==> config.mk <==
export PLATFORM = sky130hd
export DESIGN_NAME = rlp_top_level_item_locator
export DESIGN_NICKNAME = d
export VERILOG_FILES = /design/src/rtl/core/rlp_pkg.sv /design/src/rtl/core/rlp_in_reg.sv /design/src/rtl/core/rlp_parser.sv /design/src/rtl/core/rlp_top_level_item_locator.sv
export SDC_FILE = /design/constraint.sdc
export NUM_CORES = 1
export LEC_CHECK = 0
export ABC_AREA = 1
export BUFFER_PORTS_ARGS = -buffer_cell sky130_fd_sc_hd__clkbuf_2
export CAP_MARGIN = 20
export CORE_UTILIZATION = 66
export CTS_CLUSTER_DIAMETER = 150
export DETAILED_ROUTE_END_ITERATION = 6
export PLACE_DENSITY = 0.88
export SKIP_LAST_GASP = 1
export SLEW_MARGIN = 20
export SYNTH_ARGS = -nofsm -noshare
export SYNTH_HDL_FRONTEND = slang
export SYNTH_SLANG_ARGS = --single-unit
==> constraint.sdc <==
create_clock -name clk -period 4.3 [get_ports clk]
set_input_delay 0.86 -clock clk [delete_from_list [all_inputs] [get_ports clk]]
set_output_delay 0.86 -clock clk [all_outputs]
set_load 0.03 [all_outputs]
==> src/rtl/core/rlp_pkg.sv <==
package rlp_pkg;

    localparam int LENGTH_BITS_DEFAULT = 32;

    // header byte boundaries
    localparam logic [7:0] HDR_SHORT_STR = 8'h80;
    localparam logic [7:0] HDR_LONG_STR  = 8'hb8;
    localparam logic [7:0] HDR_SHORT_LST = 8'hc0;
    localparam logic [7:0] HDR_LONG_LST  = 8'hf8;

    // configuration register indexes
    localparam logic CFG_MODE   = 1'b0;
    localparam logic CFG_TARGET = 1'b1;

    // mode register values
    localparam logic MODE_FIND  = 1'b0;
    localparam logic MODE_COUNT = 1'b1;

    localparam logic [2:0] ST_FOUND     = 3'd0;
    localparam logic [2:0] ST_ABSENT    = 3'd1;
    localparam logic [2:0] ST_COUNTED   = 3'd2;
    localparam logic [2:0] ST_TRUNCATED = 3'd3;
    localparam logic [2:0] ST_TOO_WIDE  = 3'd4;

    localparam logic [1:0] KIND_BYTE = 2'd0;
    localparam logic [1:0] KIND_STR  = 2'd1;
    localparam logic [1:0] KIND_LIST = 2'd2;

    typedef struct packed {
        logic [7:0] data_byte;
        logic       last_byte;
    } in_item_t;

    typedef struct packed {
        logic [2:0]  status;
        logic [1:0]  item_kind;
        logic [31:0] payload_offset;
        logic [31:0] payload_length;
        logic [31:0] item_count;
    } out_item_t;

    typedef struct packed {
        logic        mode;
        logic [31:0] target_index;
    } cfg_t;

endpackage

==> src/rtl/core/rlp_in_reg.sv <==
module rlp_in_reg (
    input  logic              clk,
    input  logic              rst_n,
    input  logic              in_valid,
    output logic              in_stall,
    input  rlp_pkg::in_item_t in_item,
    input  logic              take,
    output logic              held_valid,
    output rlp_pkg::in_item_t held_item
);
    import rlp_pkg::*;

    logic     valid_reg;
    logic     valid_next;
    in_item_t item_reg;
    logic     load;

    // a new byte may enter in the same cycle the held one is taken
    assign in_stall   = valid_reg && !take;
    assign load       = in_valid && !in_stall;
    assign held_valid = valid_reg;
    assign held_item  = item_reg;

    always_comb
    begin
        valid_next = valid_reg;
        if (load)
        begin
            valid_next = 1'b1;
        end
        else if (take)
        begin
            valid_next = 1'b0;
        end
    end

    always_ff @(posedge clk or negedge rst_n)
    begin
        if (!rst_n)
        begin
            valid_reg <= 1'b0;
        end
        else
        begin
            valid_reg <= valid_next;
        end
    end

    always_ff @(posedge clk)
    begin
        if (load)
        begin
            item_reg <= in_item;
        end
    end

endmodule

==> src/rtl/core/rlp_parser.sv <==
module rlp_parser #(
    parameter int LENGTH_BITS = rlp_pkg::LENGTH_BITS_DEFAULT
) (
    input  logic               clk,
    input  logic               rst_n,
    input  rlp_pkg::cfg_t      cfg,
    input  logic               item_valid,
    input  rlp_pkg::in_item_t  item,
    output logic               take,
    output logic               out_valid,
    input  logic               out_stall,
    output rlp_pkg::out_item_t out_data
);
    import rlp_pkg::*;

    localparam int MaxLenBytes = LENGTH_BITS / 8;

    typedef enum logic [1:0] {
        PH_HEADER,
        PH_LENGTH,
        PH_SKIP
    } phase_t;

    phase_t                 phase_reg, phase_next;
    logic [31:0]            pos_reg, pos_next;
    logic [31:0]            items_reg, items_next;
    logic [3:0]             left_reg, left_next;
    logic [LENGTH_BITS-1:0] acc_reg, acc_next;
    logic [LENGTH_BITS-1:0] skip_reg, skip_next;
    logic                   found_reg, found_next;
    logic                   error_reg, error_next;
    logic [1:0]             fkind_reg, fkind_next;
    logic [31:0]            foff_reg, foff_next;
    logic [31:0]            flen_reg, flen_next;
    logic [1:0]             pend_reg, pend_next;
    logic                   out_valid_reg, out_valid_next;
    out_item_t              out_reg, out_next;

    logic                   out_free;

    assign out_free  = !out_valid_reg || !out_stall;
    assign take      = item_valid && (!item.last_byte || out_free);
    assign out_valid = out_valid_reg;
    assign out_data  = out_reg;

    always_comb
    begin
        logic                     done;
        logic                     done_single;
        logic [31:0]              done_idx;
        logic [1:0]               done_kind;
        logic [31:0]              done_off;
        logic [LENGTH_BITS-1:0]   done_len;
        logic [LENGTH_BITS+31:0]  len_ext;
        logic [3:0]               nlen;
        logic [7:0]               c;
        logic                     incomplete;
        logic [2:0]               status;

        c           = item.data_byte;
        done        = 1'b0;
        done_single = 1'b0;
        done_idx    = items_reg;
        done_kind   = KIND_BYTE;
        done_off    = pos_reg + 32'd1;
        done_len    = '0;
        len_ext     = '0;
        nlen        = 4'd0;
        incomplete  = 1'b0;
        status      = ST_ABSENT;

        phase_next     = phase_reg;
        pos_next       = pos_reg;
        items_next     = items_reg;
        left_next      = left_reg;
        acc_next       = acc_reg;
        skip_next      = skip_reg;
        found_next     = found_reg;
        error_next     = error_reg;
        fkind_next     = fkind_reg;
        foff_next      = foff_reg;
        flen_next      = flen_reg;
        pend_next      = pend_reg;
        out_valid_next = out_valid_reg && out_stall;
        out_next       = out_reg;

        if (take)
        begin
            if (!error_reg)
            begin
                case (phase_reg)
                    PH_LENGTH:
                    begin
                        acc_next  = LENGTH_BITS'({acc_reg, c});
                        left_next = left_reg - 4'd1;
                        if (left_reg == 4'd1)
                        begin
                            done      = 1'b1;
                            done_idx  = items_reg - 32'd1;
                            done_kind = pend_reg;
                            done_len  = acc_next;
                        end
                    end
                    PH_SKIP:
                    begin
                        skip_next = skip_reg - LENGTH_BITS'(1);
                        if (skip_reg == LENGTH_BITS'(1))
                        begin
                            phase_next = PH_HEADER;
                        end
                    end
                    default:
                    begin
                        items_next = items_reg + 32'd1;
                        if (c < HDR_SHORT_STR)
                        begin
                            done        = 1'b1;
                            done_single = 1'b1;
                            done_kind   = KIND_BYTE;
                            done_off    = pos_reg;
                            done_len    = LENGTH_BITS'(1);
                        end
                        else if (c < HDR_LONG_STR)
                        begin
                            done      = 1'b1;
                            done_kind = KIND_STR;
                            done_len  = LENGTH_BITS'(c - HDR_SHORT_STR);
                        end
                        else if (c >= HDR_SHORT_LST && c < HDR_LONG_LST)
                        begin
                            done      = 1'b1;
                            done_kind = KIND_LIST;
                            done_len  = LENGTH_BITS'(c - HDR_SHORT_LST);
                        end
                        else
                        begin
                            // long forms carry 1 to 8 length bytes in the low bits
                            nlen = {1'b0, c[2:0]} + 4'd1;
                            if (32'(nlen) > MaxLenBytes)
                            begin
                                error_next = 1'b1;
                            end
                            else
                            begin
                                pend_next  = (c < HDR_SHORT_LST) ? KIND_STR : KIND_LIST;
                                left_next  = nlen;
                                acc_next   = '0;
                                phase_next = PH_LENGTH;
                            end
                        end
                    end
                endcase

                if (done)
                begin
                    len_ext = {32'd0, done_len};
                    if (cfg.mode == MODE_FIND && !found_reg && done_idx == cfg.target_index)
                    begin
                        found_next = 1'b1;
                        fkind_next = done_kind;
                        foff_next  = done_off;
                        flen_next  = len_ext[31:0];
                    end
                    if (done_len != '0 && !done_single)
                    begin
                        skip_next  = done_len;
                        phase_next = PH_SKIP;
                    end
                    else
                    begin
                        phase_next = PH_HEADER;
                    end
                end
            end
            pos_next = pos_reg + 32'd1;

            if (item.last_byte)
            begin
                incomplete = (phase_next != PH_HEADER);
                if (cfg.mode == MODE_FIND)
                begin
                    if (found_next)
                        status = ST_FOUND;
                    else if (error_next)
                        status = ST_TOO_WIDE;
                    else if (incomplete)
                        status = ST_TRUNCATED;
                    else
                        status = ST_ABSENT;
                end
                else
                begin
                    if (error_next)
                        status = ST_TOO_WIDE;
                    else if (incomplete)
                        status = ST_TRUNCATED;
                    else
                        status = ST_COUNTED;
                end
                out_next.status     = status;
                out_next.item_count = items_next;
                if (cfg.mode == MODE_FIND && found_next)
                begin
                    out_next.item_kind      = fkind_next;
                    out_next.payload_offset = foff_next;
                    out_next.payload_length = flen_next;
                end
                else
                begin
                    out_next.item_kind      = KIND_BYTE;
                    out_next.payload_offset = 32'd0;
                    out_next.payload_length = 32'd0;
                end
                out_valid_next = 1'b1;

                // stream ends: back to the reset state
                phase_next = PH_HEADER;
                pos_next   = 32'd0;
                items_next = 32'd0;
                left_next  = 4'd0;
                acc_next   = '0;
                skip_next  = '0;
                found_next = 1'b0;
                error_next = 1'b0;
                fkind_next = KIND_BYTE;
                foff_next  = 32'd0;
                flen_next  = 32'd0;
                pend_next  = KIND_BYTE;
            end
        end
    end

    always_ff @(posedge clk or negedge rst_n)
    begin
        if (!rst_n)
        begin
            phase_reg     <= PH_HEADER;
            pos_reg       <= 32'd0;
            items_reg     <= 32'd0;
            left_reg      <= 4'd0;
            acc_reg       <= '0;
            skip_reg      <= '0;
            found_reg     <= 1'b0;
            error_reg     <= 1'b0;
            fkind_reg     <= KIND_BYTE;
            foff_reg      <= 32'd0;
            flen_reg      <= 32'd0;
            pend_reg      <= KIND_BYTE;
            out_valid_reg <= 1'b0;
            out_reg       <= '0;
        end
        else
        begin
            phase_reg     <= phase_next;
            pos_reg       <= pos_next;
            items_reg     <= items_next;
            left_reg      <= left_next;
            acc_reg       <= acc_next;
            skip_reg      <= skip_next;
            found_reg     <= found_next;
            error_reg     <= error_next;
            fkind_reg     <= fkind_next;
            foff_reg      <= foff_next;
            flen_reg      <= flen_next;
            pend_reg      <= pend_next;
            out_valid_reg <= out_valid_next;
            out_reg       <= out_next;
        end
    end

endmodule

==> src/rtl/core/rlp_top_level_item_locator.sv <==
// the result is registered, valid in the cycle after the last byte is taken
// throughput: one byte per cycle, set by the byte register and parse-state update,
// save when a result waits in the output register: it holds up only bytes marked last
// reset: asynchronous, clears parse state, output valid and mode/target registers
module rlp_top_level_item_locator #(
    parameter int LENGTH_BITS = rlp_pkg::LENGTH_BITS_DEFAULT
) (
    input  logic               clk,
    input  logic               rst_n,
    input  logic               byte_valid,
    output logic               byte_stall,
    input  rlp_pkg::in_item_t  byte_data,
    output logic               result_valid,
    input  logic               result_stall,
    output rlp_pkg::out_item_t result_data,
    input  logic               cfg_we,
    input  logic               cfg_index,
    input  logic [31:0]        cfg_wdata
);
    import rlp_pkg::*;

    cfg_t     cfg_reg;
    logic     held_valid;
    in_item_t held_item;
    logic     take;

    always_ff @(posedge clk or negedge rst_n)
    begin
        if (!rst_n)
        begin
            cfg_reg <= '0;
        end
        else if (cfg_we)
        begin
            case (cfg_index)
                CFG_MODE:   cfg_reg.mode         <= cfg_wdata[0];
                CFG_TARGET: cfg_reg.target_index <= cfg_wdata;
                default:    cfg_reg              <= cfg_reg;
            endcase
        end
    end

    rlp_in_reg u_in_reg (
        .clk        (clk),
        .rst_n      (rst_n),
        .in_valid   (byte_valid),
        .in_stall   (byte_stall),
        .in_item    (byte_data),
        .take       (take),
        .held_valid (held_valid),
        .held_item  (held_item)
    );

    rlp_parser #(
        .LENGTH_BITS (LENGTH_BITS)
    ) u_parser (
        .clk        (clk),
        .rst_n      (rst_n),
        .cfg        (cfg_reg),
        .item_valid (held_valid),
        .item       (held_item),
        .take       (take),
        .out_valid  (result_valid),
        .out_stall  (result_stall),
        .out_data   (result_data)
    );

endmodule
==> impl_metrics.py <==
metrics = {
    "run_status": {
        "status": "finished clean",
    },
    "finish": {
        "final_cells": 2892,
        "layout-drive-gt1-share": 0.148,
        "final_common_cell": "nand2_1",
        "final_cell_area_sq_um": 20900,
        "final_cell_mix": "nand2_1 (662), dfrtp_1 (332), inv_1 (238)",
        "n_antenna_cell": 0,
        "largest_register_ffs": 101,
        "nets": 2549,
        "area_growth_pct": 11.1,
    },
    "place": {
        "place_congestion": 0.989,
        "dp.cells": 2829,
        "preCtsSetupSlack_ns": 0.587,
        "placement.cell_area_sq_um": 19800,
        "post-dp-hpwl_um": 37500,
        "numPortBuffers": 149,
    },
    "detailed_routing": {
        "wl_um": 53400,
        "drc": 0,
        "num_vias": 17500,
        "drt-initial-drc-count": 1812,
        "wl_per_cell_um": 18.5,
        "first_pass_iters": 6,
        "viasPerCell": 6.05,
        "ant_nets": 0,
    },
    "die": {
        "num_rows": 61,
        "dieArea_sq_um": 29200,
        "die_h_um": 171,
        "initial_core_util": 0.675,
        "fp.dieW_um": 171,
        "ios": 150,
        "core_sq_um": 27900,
    },
    "clocking": {
        "h-tree-depth": 2,
        "cts_resized": 0,
        "cts_tree": "yes",
        "clockBufferDepth": 3,
        "cts-root-buf": "clkbuf_16",
        "postCtsHoldBufs": 0,
        "path_clk_slew_ns": 0.06,
        "clock-sinks": 341,
        "clock_latency_ns": 0.54,
        "numCtsBuffers": 36,
        "post-cts-setup-buffers": 0,
    },
    "synth": {
        "synth_nets": 2455,
        "ys.flop_type": "dfrtp_1",
        "syn_avg_cell_area_sq_um": 7.87,
        "ys_seq_area_frac": 0.455,
        "netlist-cell-type-count": 48,
        "synthArstFlopShare": 0.974,
        "ys_warn_count": 0,
        "netlist_top_cells_area": "dfrtp_1 (44%), nand2_1 (13%), nand3_1 (5.1%)",
        "synth-edff-count": 9,
        "synth.top_cell.area_share": 0.441,
        "netlist_area_sq_um": 18900,
        "synthCells": 2395,
        "synth-seq-cells": 341,
        "synthDominantAreaCellType": "dfrtp_1",
    },
    "pwr": {
        "vdd_ir_drop_max_uv": 335,
        "seqPwrFrac": 0.418,
        "power_frac_comb": 0.221,
        "p_switching_mw": 2.80,
        "pwr_density_cell_nw_per_um2": 412,
        "p_int_mw": 5.83,
        "swShare": 0.324,
        "clkPwrFrac": 0.361,
        "power_leakage_nw": 10.1,
    },
    "sta": {
        "finalClockSkew_ns": 0.0251,
        "holdWs_ns": 0.369,
        "min_period_ns": 3.80,
        "setup_violations": 0,
        "setup_tns_ns": 0,
        "report.final.slew_viol_count": 0,
        "fmax_mhz": 263,
        "hold_viol": 0,
        "worst_pin_slew_ns": 1.14,
        "slew-limit-headroom": 0.237,
        "fin_ws_ns": 0.499,
        "period_share": 0.884,
        "rsz0062_at_grt": "no",
    },
    "critical_path": {
        "reg2reg_to": "u_parser.flen_reg[24]",
        "critPathArrivalTime_ns": 4.14,
        "start_kind": "register",
        "r2r-start": "u_parser.phase_reg[1]",
        "reg2reg_slack_ns": 0.50,
        "critical_path.max_fanout": 66,
        "critical_path_required_ns": 4.64,
        "reg2reg_depth": 14,
        "end_kind": "register",
        "critPathKind": "reg -> reg",
    },
    "grt": {
        "grt_max_degree": 108,
        "grtUsageTotal": 0.375,
        "grt_pass1_wl_um": 86300,
        "grt_pass1_vias": 17000,
        "overflow": 0,
        "grt_antenna_before_repair": 0,
    },
    "hold_path": {
        "hp-class": "in -> async",
    },
    "job": {
        "max_cap_viol_count": 0,
    },
}
cell families (layout without fill, tap and decap cells):
logic type / after synthesis / in the layout / synth area share
compound gates: 389 / 389 / 0.129
fa+ha+maj: 13 / 13 / 0.00863
xor+xnor: 93 / 93 / 0.0439
mux: 23 / 23 / 0.0137
buf+inv: 372 / 491 / 0.0808
flops: 341 / 341 / 0.455
simple gates: 1164 / 1164 / 0.269
stage by stage:
step	power, mW	util
floorplan	4.94	-
global placement	5.44	0.707
detailed placement	5.51	0.707
CTS	8.62	0.750
global route	9.00	0.750
finish	8.63	0.750
how the worst max path moves through the flow:
stage                     slack, ns                endpoint                  start  cells past startpoint
final                          0.50   u_parser.flen_reg[24]  u_parser.phase_reg[1]                     14
after global routing           0.20   u_parser.flen_reg[17]  u_parser.phase_reg[1]                     16
after CTS                      0.56   u_parser.flen_reg[24]  u_parser.phase_reg[1]                     16
after detailed placement       0.59    u_parser.flen_reg[0]  u_parser.phase_reg[1]                     16
after global placement         0.71    u_parser.flen_reg[4]  u_parser.phase_reg[1]                     14
after floorplan                1.78  u_parser.items_reg[25]  u_parser.phase_reg[0]                     18
power groups by stage:
| stage | sequential, mW | clock [mW] | combinational (mW) |
|---|---|---|---|
| global placement | 3.65 | 0 | 1.80 |
| finish | 3.61 | 3.12 | 1.90 |
| detailed placement | 3.65 | 0 | 1.86 |
| global route | 3.62 | 3.27 | 2.11 |
| CTS | 3.60 | 3.14 | 1.88 |
| floorplan | 3.63 | 0 | 1.31 |
synth_stat cells (9+ instances only):
master and instances:
o21ai_1 12, nor4_1 12, nor3_1 36, buf_2 25, dfrtp_1 332, nand4_1 43, clkbuf_1 73, inv_1 240
nor2_2 20, mux2_2 23, o211ai_1 11, nand2_1 664, nand3b_1 28, o21ai_0 142, nand3_1 193, buf_4 9
o22ai_1 103, o32ai_1 14, inv_2 11, xnor2_1 13, nor2_1 145, ha_1 13, a21oi_1 27, o21ai_2 60
xor2_1 79, edfxtp_1 9
cell type report:
cell class	instances	area [sq um]
clock inverter	12	129
inverter	252	947
tap	378	473
clock buffer	51	1060
timing repair buffer	176	996
sequential	341	8580
multi-input combinational	1682	8760
fill	2100	6990
per-layer routing:
metal,up-vias,share of wire,track usage
met4,0,0.050,0.193
met1,8381,0.40,0.484
met3,177,0.079,0.0606
met5,-,0,0
met2,863,0.47,0.612
li1,8081,-,-
worst max-delay path, stage by stage (launching register included):
cell and delay, ns:
dfrtp_1 0.38, inv_1 0.14, ha_1 0.52, nand2_1 0.20
nor2_4 0.26, nand2_1 0.10, xor2_1 0.14, nand3_1 0.10
nor3_1 0.34, nand2_1 0.15, nor2_4 0.15, buf_4 0.59
nand3_1 0.20, nand2_1 0.19, o22ai_1 0.10
(Power assumes the default switching activity.)
